`src/quad_corner_reorder_tracker_defines.svh`:
```
// Assertion macros for the quad corner reorder tracker.
`ifndef QUAD_CORNER_REORDER_TRACKER_DEFINES_SVH
`define QUAD_CORNER_REORDER_TRACKER_DEFINES_SVH
`ifndef SYNTHESIS
// Property must hold at every clock edge outside reset
`define QCRT_ASSERT(label, prop) \
	label: assert property (@(posedge clk) disable iff (!arst_n) prop) \
		else $error("qcrt: property violated");
// Condition must never be seen outside reset
`define QCRT_NEVER(label, expr) \
	label: assert property (@(posedge clk) disable iff (!arst_n) !(expr)) \
		else $error("qcrt: forbidden condition seen");
`else
`define QCRT_ASSERT(label, prop)
`define QCRT_NEVER(label, expr)
`endif
`endif

```
`src/qcrt_pkg.sv`:
```
// Shared constants and types of the quad corner reorder tracker.
package qcrt_pkg;

	localparam int COORD_BITS_DEF    = 12;
	localparam int FRACTION_BITS_DEF = 4;
	localparam int NUM_CORNERS       = 4;
	localparam int SLOT_W            = 2;
	localparam int LIMIT_BITS        = 16;
	localparam logic [LIMIT_BITS-1:0] LIMIT_RESET = 16'd100;

	// Search radius: corners further away than this never match
	localparam int BOUND_DIST = 10000;
	localparam int BOUND_SQ   = BOUND_DIST * BOUND_DIST;
	localparam int BOUND_W    = $clog2(BOUND_DIST + 1);
	localparam int BSQ_W      = $clog2(BOUND_SQ + 1);

	typedef enum logic [2:0] {
		LANE_IDLE,
		LANE_DIST,
		LANE_CMP,
		LANE_ROOT,
		LANE_DONE
	} lane_state_t;

	// Lane status towards the merge stage
	typedef struct packed {
		logic                    done;
		logic [SLOT_W-1:0]       slot;
	} lane_stat_t;

endpackage

```
`src/qcrt_lane.sv`:
```
// One lane: nearest stored corner search and rounded distance for one new corner.
module qcrt_lane #(
	parameter int COORD_BITS    = qcrt_pkg::COORD_BITS_DEF,
	parameter int FRACTION_BITS = qcrt_pkg::FRACTION_BITS_DEF,
	localparam int D_W          = qcrt_pkg::BOUND_W + FRACTION_BITS
) (
	input  logic                                           clk,
	input  logic                                           arst_n,
	input  logic                                           start,
	input  logic                                           clear,
	input  logic [COORD_BITS-1:0]                          nx,
	input  logic [COORD_BITS-1:0]                          ny,
	input  logic [qcrt_pkg::NUM_CORNERS-1:0][COORD_BITS-1:0] px,
	input  logic [qcrt_pkg::NUM_CORNERS-1:0][COORD_BITS-1:0] py,
	output qcrt_pkg::lane_stat_t                           stat,
	output logic [D_W-1:0]                                 near_dist
);

	localparam int SQ_W    = 2 * COORD_BITS + 1;
	localparam int BSQ_W   = qcrt_pkg::BSQ_W;
	localparam int CMP_W   = (SQ_W > BSQ_W) ? SQ_W : BSQ_W;
	localparam int V_W     = BSQ_W + 2 * FRACTION_BITS;
	localparam int R_PAD   = ((V_W + 3) / 4) * 2;
	localparam int RAD_W   = 2 * R_PAD;
	localparam int REM_W   = R_PAD + 2;
	localparam int STEPS   = R_PAD / 2;
	localparam int STEP_W  = (STEPS > 1) ? $clog2(STEPS) : 1;
	localparam int SLOT_W  = qcrt_pkg::SLOT_W;
	localparam logic [D_W-1:0] FAR_DIST = D_W'(qcrt_pkg::BOUND_DIST * (2 ** FRACTION_BITS));
	localparam logic [BSQ_W-1:0] BOUND_SQ = BSQ_W'(qcrt_pkg::BOUND_SQ);

	qcrt_pkg::lane_state_t state_q, state_d;

	logic [SLOT_W-1:0]       j_q;
	logic [2*COORD_BITS-1:0] sqx_s1, sqy_s1;
	logic                    vld_s1;
	logic [SLOT_W-1:0]       idx_s1;
	logic [BSQ_W-1:0]        best_sq_q, best_sq_d;
	logic [SLOT_W-1:0]       best_q, best_d;
	logic                    found_q, found_d;
	logic [RAD_W-1:0]        rad_q;
	logic [REM_W-1:0]        rem_q;
	logic [R_PAD-1:0]        root_q;
	logic [STEP_W-1:0]       step_q;

	logic [COORD_BITS-1:0]   sel_x, sel_y, dx, dy;
	logic [SQ_W-1:0]         sq;
	logic                    better;
	logic [REM_W+1:0]        r1, r2, t1, t2;
	logic                    ge1, ge2;
	logic [REM_W-1:0]        rem1, rem2;
	logic [R_PAD-1:0]        root1, root2;
	logic [R_PAD:0]          rounded;

	// Distance issue: one stored corner per cycle
	always_comb begin
		sel_x = px[j_q];
		sel_y = py[j_q];
		dx    = (nx > sel_x) ? (nx - sel_x) : (sel_x - nx);
		dy    = (ny > sel_y) ? (ny - sel_y) : (sel_y - ny);
	end

	// Running minimum; strict compare keeps the lowest slot on a tie
	always_comb begin
		sq        = {1'b0, sqx_s1} + {1'b0, sqy_s1};
		better    = vld_s1 && (CMP_W'(sq) < CMP_W'(best_sq_q));
		best_sq_d = better ? BSQ_W'(sq) : best_sq_q;
		best_d    = better ? idx_s1 : best_q;
		found_d   = better | found_q;
	end

	// Square root: two result bits per cycle
	always_comb begin
		r1    = {rem_q, rad_q[RAD_W-1 -: 2]};
		t1    = (REM_W+2)'({root_q, 2'b01});
		ge1   = r1 >= t1;
		rem1  = ge1 ? REM_W'(r1 - t1) : REM_W'(r1);
		root1 = {root_q[R_PAD-2:0], ge1};
		r2    = {rem1, rad_q[RAD_W-3 -: 2]};
		t2    = (REM_W+2)'({root1, 2'b01});
		ge2   = r2 >= t2;
		rem2  = ge2 ? REM_W'(r2 - t2) : REM_W'(r2);
		root2 = {root1[R_PAD-2:0], ge2};
	end

	// Round to nearest: step up when the remainder exceeds the root
	always_comb begin
		rounded   = {1'b0, root_q} + (R_PAD+1)'(rem_q > {2'b00, root_q});
		near_dist = found_q ? D_W'(rounded) : FAR_DIST;
		stat.done = (state_q == qcrt_pkg::LANE_DONE);
		stat.slot = best_q;
	end

	// Next state
	always_comb begin
		state_d = state_q;
		case (state_q)
			qcrt_pkg::LANE_IDLE: begin
				if (start) state_d = qcrt_pkg::LANE_DIST;
			end
			qcrt_pkg::LANE_DIST: begin
				if (j_q == SLOT_W'(qcrt_pkg::NUM_CORNERS - 1)) state_d = qcrt_pkg::LANE_CMP;
			end
			qcrt_pkg::LANE_CMP: begin
				state_d = qcrt_pkg::LANE_ROOT;
			end
			qcrt_pkg::LANE_ROOT: begin
				if (step_q == STEP_W'(STEPS - 1)) state_d = qcrt_pkg::LANE_DONE;
			end
			qcrt_pkg::LANE_DONE: begin
				if (clear) state_d = qcrt_pkg::LANE_IDLE;
			end
			default: begin
				state_d = qcrt_pkg::LANE_IDLE;
			end
		endcase
	end

	// Control registers
	always_ff @(posedge clk or negedge arst_n) begin
		if (!arst_n) begin
			state_q <= qcrt_pkg::LANE_IDLE;
			vld_s1  <= 1'b0;
			j_q     <= '0;
			step_q  <= '0;
		end else begin
			state_q <= state_d;
			vld_s1  <= (state_q == qcrt_pkg::LANE_DIST);
			if (state_q == qcrt_pkg::LANE_IDLE) j_q <= '0;
			else if (state_q == qcrt_pkg::LANE_DIST) j_q <= j_q + 1'b1;
			if (state_q == qcrt_pkg::LANE_CMP) step_q <= '0;
			else if (state_q == qcrt_pkg::LANE_ROOT) step_q <= step_q + 1'b1;
		end
	end

	// Datapath registers
	always_ff @(posedge clk) begin
		sqx_s1 <= dx * dx;
		sqy_s1 <= dy * dy;
		idx_s1 <= j_q;
		if (state_q == qcrt_pkg::LANE_IDLE) begin
			best_sq_q <= BOUND_SQ;
			best_q    <= '0;
			found_q   <= 1'b0;
		end else if (state_q == qcrt_pkg::LANE_DIST || state_q == qcrt_pkg::LANE_CMP) begin
			best_sq_q <= best_sq_d;
			best_q    <= best_d;
			found_q   <= found_d;
		end
		if (state_q == qcrt_pkg::LANE_CMP) begin
			rad_q  <= RAD_W'(best_sq_d) << (2 * FRACTION_BITS);
			rem_q  <= '0;
			root_q <= '0;
		end else if (state_q == qcrt_pkg::LANE_ROOT) begin
			rad_q  <= rad_q << 4;
			rem_q  <= rem2;
			root_q <= root2;
		end
	end

endmodule

```
`src/qcrt_merge.sv`:
```
// Merge stage: slot placement, distance sum, limit test and stored quad.
module qcrt_merge #(
	parameter int COORD_BITS    = qcrt_pkg::COORD_BITS_DEF,
	parameter int FRACTION_BITS = qcrt_pkg::FRACTION_BITS_DEF,
	localparam int D_W          = qcrt_pkg::BOUND_W + FRACTION_BITS,
	localparam int NC           = qcrt_pkg::NUM_CORNERS
) (
	input  logic                                 clk,
	input  logic                                 arst_n,
	input  logic                                 fire,
	input  logic                                 stored,
	input  logic [qcrt_pkg::LIMIT_BITS-1:0]      limit,
	input  logic [NC-1:0][COORD_BITS-1:0]        nx,
	input  logic [NC-1:0][COORD_BITS-1:0]        ny,
	input  qcrt_pkg::lane_stat_t [NC-1:0]        stat,
	input  logic [NC-1:0][D_W-1:0]               near_dist,
	output logic [NC-1:0][COORD_BITS-1:0]        qx,
	output logic [NC-1:0][COORD_BITS-1:0]        qy,
	output logic                                 reordered
);

	localparam int SUM_W = D_W + 2;

	logic [NC-1:0][COORD_BITS-1:0] rx, ry;
	logic [SUM_W-1:0]              sum, thr;
	logic                          accept;

	// Later corners overwrite earlier ones in a shared slot; unpicked slots stay zero
	always_comb begin
		rx  = '0;
		ry  = '0;
		sum = '0;
		for (int i = 0; i < NC; i++) begin
			rx[stat[i].slot] = nx[i];
			ry[stat[i].slot] = ny[i];
			sum = sum + SUM_W'(near_dist[i]);
		end
		thr    = SUM_W'(limit) << FRACTION_BITS;
		accept = stored && (sum < thr);
	end

	// Output quad doubles as the stored previous quad
	always_ff @(posedge clk or negedge arst_n) begin
		if (!arst_n) begin
			qx        <= '0;
			qy        <= '0;
			reordered <= 1'b0;
		end else if (fire) begin
			qx        <= accept ? rx : nx;
			qy        <= accept ? ry : ny;
			reordered <= accept;
		end
	end

endmodule

```
`src/quad_corner_reorder_tracker.sv`:
```
// Quad corner reorder tracker. Each request carries four corner points; the block
// keeps the last output quad and, once one is stored, moves every new corner to the
// slot of its nearest stored corner (ties to the lowest slot, a later corner
// overwriting an earlier one, unpicked slots at zero). Four lanes, one per new
// corner, scan the stored corners one a cycle and take a rounded square root two
// bits a cycle; the merge stage sums the four distances and keeps the new
// arrangement when the sum is below match_limit. One request is worked on at a
// time; the next is accepted once the last has passed to the output register;
// the lane square root, over a root width of R = 2*ceil((27 + 2*FRACTION_BITS)/4)
// bits, 18 at FRACTION_BITS = 4, takes most of the working time. The output register
// holds a finished result while the next request is already being worked on.
`include "quad_corner_reorder_tracker_defines.svh"

module quad_corner_reorder_tracker #(
	parameter int COORD_BITS    = qcrt_pkg::COORD_BITS_DEF,
	parameter int FRACTION_BITS = qcrt_pkg::FRACTION_BITS_DEF,
	localparam int NC           = qcrt_pkg::NUM_CORNERS,
	localparam int TD_W         = ((2 * NC * COORD_BITS + 7) / 8) * 8
) (
	input  logic                               clk,
	input  logic                               arst_n,
	// corner_a_x, corner_a_y, corner_b_x, corner_b_y, corner_c_x, corner_c_y,
	// corner_d_x, corner_d_y
	input  logic                               s_axis_tvalid,
	output logic                               s_axis_tready,
	input  logic [TD_W-1:0]                    s_axis_tdata,
	// slot_a_x, slot_a_y, slot_b_x, slot_b_y, slot_c_x, slot_c_y, slot_d_x, slot_d_y
	output logic                               m_axis_tvalid,
	input  logic                               m_axis_tready,
	output logic [TD_W-1:0]                    m_axis_tdata,
	// was_reordered
	output logic                               m_axis_tuser,
	input  logic                               cfg_wr_en,
	input  logic [qcrt_pkg::LIMIT_BITS-1:0]    cfg_wr_data
);

	localparam int D_W = qcrt_pkg::BOUND_W + FRACTION_BITS;

	logic [qcrt_pkg::LIMIT_BITS-1:0]     match_limit_q;
	logic                                busy_q, stored_q, m_valid_q;
	logic [2*NC-1:0][COORD_BITS-1:0]     in_q;
	logic [2*NC-1:0][COORD_BITS-1:0]     out_fields;
	logic [NC-1:0][COORD_BITS-1:0]       nx, ny, qx, qy;
	qcrt_pkg::lane_stat_t [NC-1:0]       stat;
	logic [NC-1:0][D_W-1:0]              near_dist;
	logic [NC-1:0]                       lane_done;
	logic                                in_acc, fire, reordered;

	assign s_axis_tready = !busy_q;
	assign in_acc        = s_axis_tvalid && s_axis_tready;
	assign fire          = busy_q && (&lane_done) && (!m_valid_q || m_axis_tready);
	assign m_axis_tvalid = m_valid_q;
	assign m_axis_tuser  = reordered;

	// Unpack corners and pack slots, x in the lower field of each pair
	always_comb begin
		for (int i = 0; i < NC; i++) begin
			nx[i]               = in_q[2*i];
			ny[i]               = in_q[2*i+1];
			out_fields[2*i]     = qx[i];
			out_fields[2*i+1]   = qy[i];
			lane_done[i]        = stat[i].done;
		end
		m_axis_tdata = TD_W'(out_fields);
	end

	// Request capture
	always_ff @(posedge clk) begin
		if (in_acc) in_q <= (2*NC*COORD_BITS)'(s_axis_tdata);
	end

	// Control and configuration
	always_ff @(posedge clk or negedge arst_n) begin
		if (!arst_n) begin
			match_limit_q <= qcrt_pkg::LIMIT_RESET;
			busy_q        <= 1'b0;
			stored_q      <= 1'b0;
			m_valid_q     <= 1'b0;
		end else begin
			if (cfg_wr_en) match_limit_q <= cfg_wr_data;
			if (in_acc) busy_q <= 1'b1;
			else if (fire) busy_q <= 1'b0;
			if (fire) stored_q <= 1'b1;
			if (fire) m_valid_q <= 1'b1;
			else if (m_axis_tready) m_valid_q <= 1'b0;
		end
	end

	// One lane per new corner
	for (genvar g = 0; g < NC; g++) begin : g_lane
		qcrt_lane #(
			.COORD_BITS    (COORD_BITS),
			.FRACTION_BITS (FRACTION_BITS)
		) u_lane (
			.clk       (clk),
			.arst_n    (arst_n),
			.start     (in_acc),
			.clear     (fire),
			.nx        (nx[g]),
			.ny        (ny[g]),
			.px        (qx),
			.py        (qy),
			.stat      (stat[g]),
			.near_dist (near_dist[g])
		);
	end

	qcrt_merge #(
		.COORD_BITS    (COORD_BITS),
		.FRACTION_BITS (FRACTION_BITS)
	) u_merge (
		.clk       (clk),
		.arst_n    (arst_n),
		.fire      (fire),
		.stored    (stored_q),
		.limit     (match_limit_q),
		.nx        (nx),
		.ny        (ny),
		.stat      (stat),
		.near_dist (near_dist),
		.qx        (qx),
		.qy        (qy),
		.reordered (reordered)
	);

	// Lanes run in lock step and are idle between requests
	`QCRT_ASSERT(a_lanes_together, lane_done[0] |-> (&lane_done))
	`QCRT_NEVER(a_done_when_idle, !busy_q && (lane_done != '0))
	`QCRT_ASSERT(a_first_passthrough, fire && !stored_q |=> m_axis_tuser == 1'b0)

endmodule

```
`config.mk`:
```
export PLATFORM = sky130hd
export DESIGN_NAME = quad_corner_reorder_tracker
export DESIGN_NICKNAME = d
export VERILOG_FILES = /design/src/qcrt_pkg.sv /design/src/qcrt_lane.sv /design/src/qcrt_merge.sv /design/src/quad_corner_reorder_tracker.sv
export VERILOG_INCLUDE_DIRS = /design/src /design/src/src
export SDC_FILE = /design/constraint.sdc
export NUM_CORES = 2
export LEC_CHECK = 0
export BUFFER_PORTS_ARGS = -buffer_cell sky130_fd_sc_hd__buf_2
export CAP_MARGIN = 20
export CORE_AREA = 8 8 343 595
export CTS_CLUSTER_DIAMETER = 60
export CTS_CLUSTER_SIZE = 25
export DETAILED_ROUTE_END_ITERATION = 12
export DIE_AREA = 0 0 351 603
export PLACE_DENSITY_LB_ADDON = 0.1
export SLEW_MARGIN = 20
export SYNTH_ARGS = -nofsm -noshare
export SYNTH_HDL_FRONTEND = slang
export SYNTH_SLANG_ARGS = --single-unit
export TNS_END_PERCENT = 100
```
`constraint.sdc`:
```
create_clock -name clk -period 8.68 [get_ports clk]
set_input_delay 0.868 -clock clk [delete_from_list [all_inputs] [get_ports clk]]
set_output_delay 0.868 -clock clk [all_outputs]
set_load 0.01 [all_outputs]
```
# --- After elaboration in Yosys (flattened, before gate mapping) ---
# Index checks and enable logic that the tools add are counted.
word_totals:
  ff_bits: 836
  input_bits: 117
  elab_cells: 351
  out_inout_bits: 99
op_classes:
  mux: 98
  bitwise_logic: 6
  multipliers: 8
  n_eq_ne: 40
  n_reduce_logical: 42
  n_addsub: 43
  order_cmp: 37
op_table:
  columns: ["cell", "count"]
  rows:
  - ["48-bit bitwise mux", 6]
  - ["35-bit two-way mux", 8]
  - ["12-bit two-way mux", 20]
  - ["12-bit binary-select mux with 2-bit select", 8]
  - ["12-bit by 12-bit multiplier with 24-bit output", 8]
  - ["12-bit subtractor", 16]
  - ["22-bit by 20-bit >= comparator with 1-bit output", 8]
  - ["20-bit two-way mux", 8]
  - ["20-bit subtractor", 8]
  - ["25-bit by 27-bit less-than comparator with 1-bit output", 4]
  - ["27-bit two-way mux", 4]
  - ["24-bit by 24-bit adder with 25-bit output", 4]
  - ["48-bit bitwise AND", 2]
  - ["12-bit demux with 2-bit select", 4]
  - ["12-bit > comparator", 8]
  - ["48-bit two-way mux", 2]
  - ["20-bit by 18-bit > comparator with 1-bit output", 4]
  - ["18-bit by 1-bit adder with 18-bit output", 4]
  - ["18-bit two-way mux", 4]
  - ["3-bit case mux with 5 select lines", 4]
  - ["20-bit by 18-bit adder with 20-bit output", 2]
  - ["4-bit two-way mux", 8]
  - ["3-bit two-way mux", 10]
  - ["3-bit by 2-bit == test with 1-bit output, second input constant", 8]
  - ["other kinds (22)", 112]

# --- Depth between registers and ports, before layout ---
logic_depth:
  ltp_word: 9
  ltp_mapped: 48

# --- Hierarchy ---
# Synthesis repeated with hierarchy kept, for this count alone.
hier_totals:
  hier_cells: 10875
  hier_area_um2: 93029.2
modules_own_cells:
  columns: ["module", "instances", "seq_area_each_um2", "area_per_inst_um2", "cells_per_inst"]
  rows:
  - ["qcrt_lane at g_lane[1].u_lane", 1, 3403.3, 20046.7, 2380]
  - ["qcrt_lane at g_lane[0].u_lane", 1, 3403.3, 19518.7, 2281]
  - ["qcrt_lane at g_lane[3].u_lane", 1, 3403.3, 19314.8, 2245]
  - ["qcrt_lane at g_lane[2].u_lane", 1, 3403.3, 19199.7, 2258]
  - ["qcrt_merge", 1, 2427.3, 11274.6, 1568]
  - ["quad_corner_reorder_tracker", 1, 3362.0, 3674.8, 143]

# --- Worst setup path after synthesis ---
# No wires, ideal clock.
synth_timing:
  path_kind: "register to register"
  from: "register g_lane[1].u_lane.j_q[0]"
  to: "register g_lane[1].u_lane.sqy_s1[23]"
  slack_ns: -0.678
  setup_ns: 0.122
  arrival_ns: 9.236
  required_ns: 8.558
  synth_period_minus_slack_ns: 9.358
  path_buffers: 3
  path_stages_with_launch: 37
  cell_sequence: "dfrtp_1 > clkbuf_1 > buf_1 > mux4_2 > ha_1 > inv_1 > o21bai_1 > a2111oi_0 > nor4_1 > nor2_2 > mux2_2 > o2bb2ai_1 > a41oi_1 > a21oi_1 > xnor2_1 > buf_2 > nor2_1 > fa_1 > inv_1 > fa_1 > inv_1 > fa_1 > inv_1 > fa_1 > inv_1 > fa_1 > ha_1 > and2_1 > o21ai_0 > o31ai_1 > o41ai_1 > o21ai_0 > o21ai_0 > nand2b_1 > a21oi_1 > o21ai_0 > xnor2_1"
synth_via:
  elab_chain_len: 5
synth_lines:
  columns: ["element", "line_no", "source"]
  rows:
  - ["from (decl)", "qcrt_lane.sv:34", "logic [SLOT_W-1:0] j_q;"]
  - ["from (signal assigned)", "qcrt_lane.sv:130", "else if (state_q == qcrt_pkg::LANE_DIST) j_q <= j_q + 1'b1;"]
  - ["12-bit binary-select mux with 2-bit select *", "qcrt_lane.sv:58", "sel_y = py[j_q];"]
  - ["12-bit two-way mux (implied by the code) *", "qcrt_lane.sv:58", null]
  - ["12-bit subtractor or 12-bit > comparator (tied branches)", "qcrt_lane.sv:60", "dy = (ny > sel_y) ? (ny - sel_y) : (sel_y - ny);"]
  - ["12-bit two-way mux *", "qcrt_lane.sv:60", null]
  - ["12-bit by 12-bit multiplier with 24-bit output *", "qcrt_lane.sv:139", "sqy_s1 <= dy * dy;"]
  - ["to (signal assigned)", "qcrt_lane.sv:139", null]
  - ["to (decl)", "qcrt_lane.sv:35", "logic [2*COORD_BITS-1:0] sqx_s1, sqy_s1;"]
# Mark *: on every way between the ends. The rest lies on a longest branch, timed or not. The select of a mux whose other input is x is not followed.
# A chain may end at the register's enable or synchronous reset.

# --- Worst setup path in the final report ---
layout_timing:
  from: "register g_lane[0].u_lane.j_q[0]"
  to: "register g_lane[0].u_lane.sqy_s1[23]"
layout_via:
  elab_chain_len: 5
layout_lines:
  columns: ["element", "line_no"]
  rows:
  - ["from (decl)", "qcrt_lane.sv:34"]
  - ["from (signal assigned)", "qcrt_lane.sv:130"]
  - ["12-bit binary-select mux with 2-bit select *", "qcrt_lane.sv:58"]
  - ["12-bit two-way mux (implied by the code) *", "qcrt_lane.sv:58"]
  - ["12-bit subtractor or 12-bit > comparator (tied branches)", "qcrt_lane.sv:60"]
  - ["12-bit two-way mux *", "qcrt_lane.sv:60"]
  - ["12-bit by 12-bit multiplier with 24-bit output *", "qcrt_lane.sv:139"]
  - ["to (signal assigned)", "qcrt_lane.sv:139"]
  - ["to (decl)", "qcrt_lane.sv:35"]
# Marks and branches as above.

==> results <==
- The run finished with clean final reports.
- The global-route wire length before repair is 456000 um.
- The detailed-router iteration count before antenna repair is 6.
- The slowest stage of the critical path is the sky130_fd_sc_hd__dfrtp_4 cell.
- The violation count after the first detailed-route iteration is 4353.
- The horizontal die dimension is 351 um.
- Yosys mapped the design onto 97 distinct sky130hd cell types.
- The final weighted congestion in routability-driven placement is 0.969.
- The cell count after synthesis came out at 10100.
- The critical path class is reg -> reg.
- The transition time of the tightest slew-check pin is 1.18 ns.
- The overall global routing resource usage is 27.6%.
- The async set-reset flop share out of synthesis is 18.8%.
- From bottom edge to top edge, the die measures 603 um.
- The prevailing post-synth register cell is sky130_fd_sc_hd__dfxtp_1.
- The sum of buffers and inverters on the critical path is 7.
- The number of design rule violations left after detail routing is 0.
- The pin count of the biggest net entering global routing is 88.
- The total detailed-routing wirelength is 302000 um.
- Detailed placement finished with a half-perimeter wire length of 240000 um.
- The most frequent cell after synthesis is sky130_fd_sc_hd__inv_1.
- After synthesis, the most frequently instantiated cells are 1363 x sky130_fd_sc_hd__inv_1, 1057 x sky130_fd_sc_hd__ha_1, 1019 x sky130_fd_sc_hd__nor2_1.
- After detailed routing, the number of vias per cell comes to 5.50.
- The type of the worst min-delay path is in -> async.
- The H-tree was split into 3 levels.
- The library cell appearing most often on the critical path is sky130_fd_sc_hd__fa_1.
- The number of nets produced by synthesis is 11900.
- The number of synthesized flops with an enable pin is 204.
- In the post-synthesis netlist, the biggest area contributors are sky130_fd_sc_hd__ha_1 15%, sky130_fd_sc_hd__fa_1 15%, sky130_fd_sc_hd__dfxtp_1 11%.
- The synthesized design spends more area on one cell type than any other, namely sky130_fd_sc_hd__ha_1.
- The number of pins exceeding their max-slew limit in the final report came to 0.
- The number of violations of the max-capacitance limit is 0.
- Measured against its own limit, the worst slew margin works out to 21.3%.
- The maximum fanout along the worst path is 5.
- The largest stage delay on the critical path is 0.60 ns.
- The family of cells with the greatest summed delay on the critical path is adder cells.
- The starting density of the core is 44.7%.
- The share of the synthesized area in the top cell type is 15.1%.
- The initial antenna violation count is 11.
- Between clock sinks in the finished design, the worst skew comes to 0.0451 ns.
- In the final layout, the multi-input gates occupy 0.0648 sq mm.
- For this run, the number of Yosys warnings is 0.
- The maximum buffer depth of the clock tree is 3.
- TritonCTS built the clock tree.
- The core outline area is 0.196 sq mm.
- The average instance in the mapped netlist occupies 8.65 sq um.
- The via count of the first global-routing pass is 81000.
- The sequential share of the synthesized area is 22.2%.
- The share of final-layout standard cells stronger than drive strength 1 is 22.4%.
- In this run, CTS created clock tree buffers numbering 77.
- The final design utilization is 55.3%.
- Setup repair after global routing could not meet its margin everywhere.
- The sort of element at the end of the critical path is a register.
- For this block, the via count after detailed routing is 77300.
- The filler cell count is 18200.
- After clock tree synthesis, the clock-pin slew on the worst setup and hold paths is 0.10 ns.
- The worst path uses 99.4% of the clock period.
- The required time at the worst-slack endpoint is 9.31 ns.
- Summed over all layers, the global routing overflow is 0.
- Compared with the post-synthesis result, the final layout area differs by 23.7%.
- Clock latency on the worst-skew pair, taken at its later pin, is 0.72 ns.
- The shortest period the worst path allows is 8.63 ns.
- The cell area that synthesis handed to floorplanning was 0.0874 sq mm.
- The I/O pin count is 216.
- The launching element type of the critical path is a register.
- In the final design database the tool counted 13200 nets.
- For this design, the sink count on the clock tree is 828.
- The antenna violation net count after detailed routing is 0.
- The final-report setup violation count is 0.
- The number of buffers added to fix hold violations after cts is 0.
- The sequential standard cell area is 0.0194 sq mm.
- In this run the core area contains 215 standard-cell rows.
- The tree is rooted in a sky130_fd_sc_hd__clkbuf_16.
- The die covers 0.212 sq mm.
- Buffers placed on the I/O ports in this run total 215.
- After synthesis the netlist holds a flip-flop and latch count of 828.
- The highest clock rate is 0.116 GHz.
- Dividing the detail-routed wire length by the instance count gives 21.4 um.
- The data arrival at the endpoint of the critical path is 9.25 ns.
- The total count of hold-check failures in the final report is 0.
-- state kept, by name, indices dropped and copies added (netlist names), 48 cells and up --
name	flops
in_q	96
g_lane.u_lane.root_q	72
g_lane.u_lane.best_sq_q	108
g_lane.u_lane.sqx_s1	92
u_merge.qx	48
g_lane.u_lane.rad_q	112
g_lane.u_lane.sqy_s1	92
g_lane.u_lane.rem_q	80
u_merge.qy	48
-- per-stage QoR --
stage               cells  hold slack, ns  worst slack (ns)  setup TNS (ns)  cell area [sq um]
floorplan           10100           0.369          0.000882               0              87500
global placement    13800           0.424            -0.859          -82.11             100000
detailed placement  13800           0.434            -0.864          -81.05             100000
CTS                 14000           0.110          0.000346               0             105000
global route        14100           0.128            -0.284          -18.06             108000
finish              14100           0.100            0.0544               0             108000
-- path summary, 6_finish.rpt --
path                       depth (start not counted)                                       to  slack [ns]                                start
max                                               35      g_lane[0].u_lane.sqy_s1[23]$_DFF_P_        0.05  g_lane[0].u_lane.j_q[0]$_DFFE_PN0P_
min                                                1        g_lane[0].u_lane.vld_s1$_DFF_PN0_        0.10                               arst_n
max reg2reg                                       35      g_lane[0].u_lane.sqy_s1[23]$_DFF_P_        0.05  g_lane[0].u_lane.j_q[0]$_DFFE_PN0P_
min reg2reg                                        2  g_lane[2].u_lane.best_q[1]$_SDFFE_PP0P_        0.44   g_lane[2].u_lane.idx_s1[1]$_DFF_P_
max in group asynchronous                          2      g_lane[2].u_lane.j_q[0]$_DFFE_PN0P_        7.13                               arst_n
min in group clk                                   1                       in_q[82]$_DFFE_PP_        0.33                     s_axis_tdata[82]
-- cells in the final DEF (no fill, tap or decap), types with 35 or more instances in the layout --
master,count
sky130_fd_sc_hd__nand2_1,852
sky130_fd_sc_hd__buf_2,214
sky130_fd_sc_hd__o21ai_1,126
sky130_fd_sc_hd__xor2_1,161
sky130_fd_sc_hd__o21a_1,63
sky130_fd_sc_hd__buf_6,43
sky130_fd_sc_hd__a21o_1,210
sky130_fd_sc_hd__mux2i_1,152
sky130_fd_sc_hd__nand4_1,59
sky130_fd_sc_hd__a221oi_1,79
sky130_fd_sc_hd__o211ai_1,57
sky130_fd_sc_hd__mux4_2,96
sky130_fd_sc_hd__nor2_1,971
sky130_fd_sc_hd__nand3_1,199
sky130_fd_sc_hd__a21oi_2,45
sky130_fd_sc_hd__ha_4,66
sky130_fd_sc_hd__clkbuf_16,89
sky130_fd_sc_hd__o21ai_2,35
sky130_fd_sc_hd__o21bai_1,38
sky130_fd_sc_hd__o31ai_1,36
sky130_fd_sc_hd__a211oi_1,40
sky130_fd_sc_hd__fa_1,640
sky130_fd_sc_hd__nor2_2,35
sky130_fd_sc_hd__nor3_1,128
sky130_fd_sc_hd__and2_1,60
sky130_fd_sc_hd__inv_1,1319
sky130_fd_sc_hd__a21oi_1,503
sky130_fd_sc_hd__dfxtp_1,457
sky130_fd_sc_hd__or2_2,107
sky130_fd_sc_hd__edfxtp_1,204
sky130_fd_sc_hd__nor2b_1,85
sky130_fd_sc_hd__o21ai_0,514
sky130_fd_sc_hd__ha_1,980
sky130_fd_sc_hd__o311ai_1,39
sky130_fd_sc_hd__nand2b_1,114
sky130_fd_sc_hd__xnor2_1,332
sky130_fd_sc_hd__buf_12,55
sky130_fd_sc_hd__dfrtp_1,147
sky130_fd_sc_hd__buf_4,1260
sky130_fd_sc_hd__inv_2,45
-- routing by layer --
layer,GRT usage (%),share of wire (%),vias up
li1,-,-,36800
met1,29.0,36,37500
met2,52.6,53,2116
met3,3.46,4.7,873
met4,15.1,7.1,4
met5,0,0.0086,-
-- worst register-to-register path: cells and delay by family (launching register included) --
| family | cells | cell delay [ns] |
|---|---|---|
| adders and majority gates | 8 | 3.23 |
| DFF | 1 | 0.60 |
| buffers and inverters | 7 | 0.80 |
| xor gates and xnor gates | 2 | 0.30 |
| AOI/OAI and AO/OA | 11 | 1.95 |
| and+or+nand+nor | 5 | 0.77 |
| muxes | 2 | 0.90 |
-- cell type report --
type / count / area share (%)
Timing Repair Buffer: 1598 / 11.7
Tap cell: 2604 / 3.01
Antenna cell: 4 / 0.00925
Multi-Input combinational cell: 7510 / 59.9
Inverter: 1369 / 4.76
Clock inverter: 62 / 0.824
Sequential cell: 828 / 18.0
Clock buffer: 82 / 1.82
-- cell families after synthesis --
| kind of cell | after synthesis | share of synthesized area (%) |
|---|---|---|
| flops | 828 | 22.2 |
| mux | 293 | 4.78 |
| fa+ha+maj | 1716 | 30.2 |
| simple gates | 2835 | 14.5 |
| buf+inv | 1772 | 7.66 |
| xor+xnor | 523 | 5.24 |
| compound gates | 2143 | 15.4 |
-- repair_timing --
| item | CTS | global route |
|---|---|---|
| endpoints found under the hold margin | 0 | 0 |
| setup endpoints to repair | 146 | 152 |
| gates cloned | 6 | 12 |
| setup buffers | 56 | 93 |
| pin swaps | 125 | 357 |
| gates resized for setup | 270 | 630 |
Power is left out: the tool's default activity adds up to more than one toggle a clock period on the data nets, which glitch-free logic cannot reach.
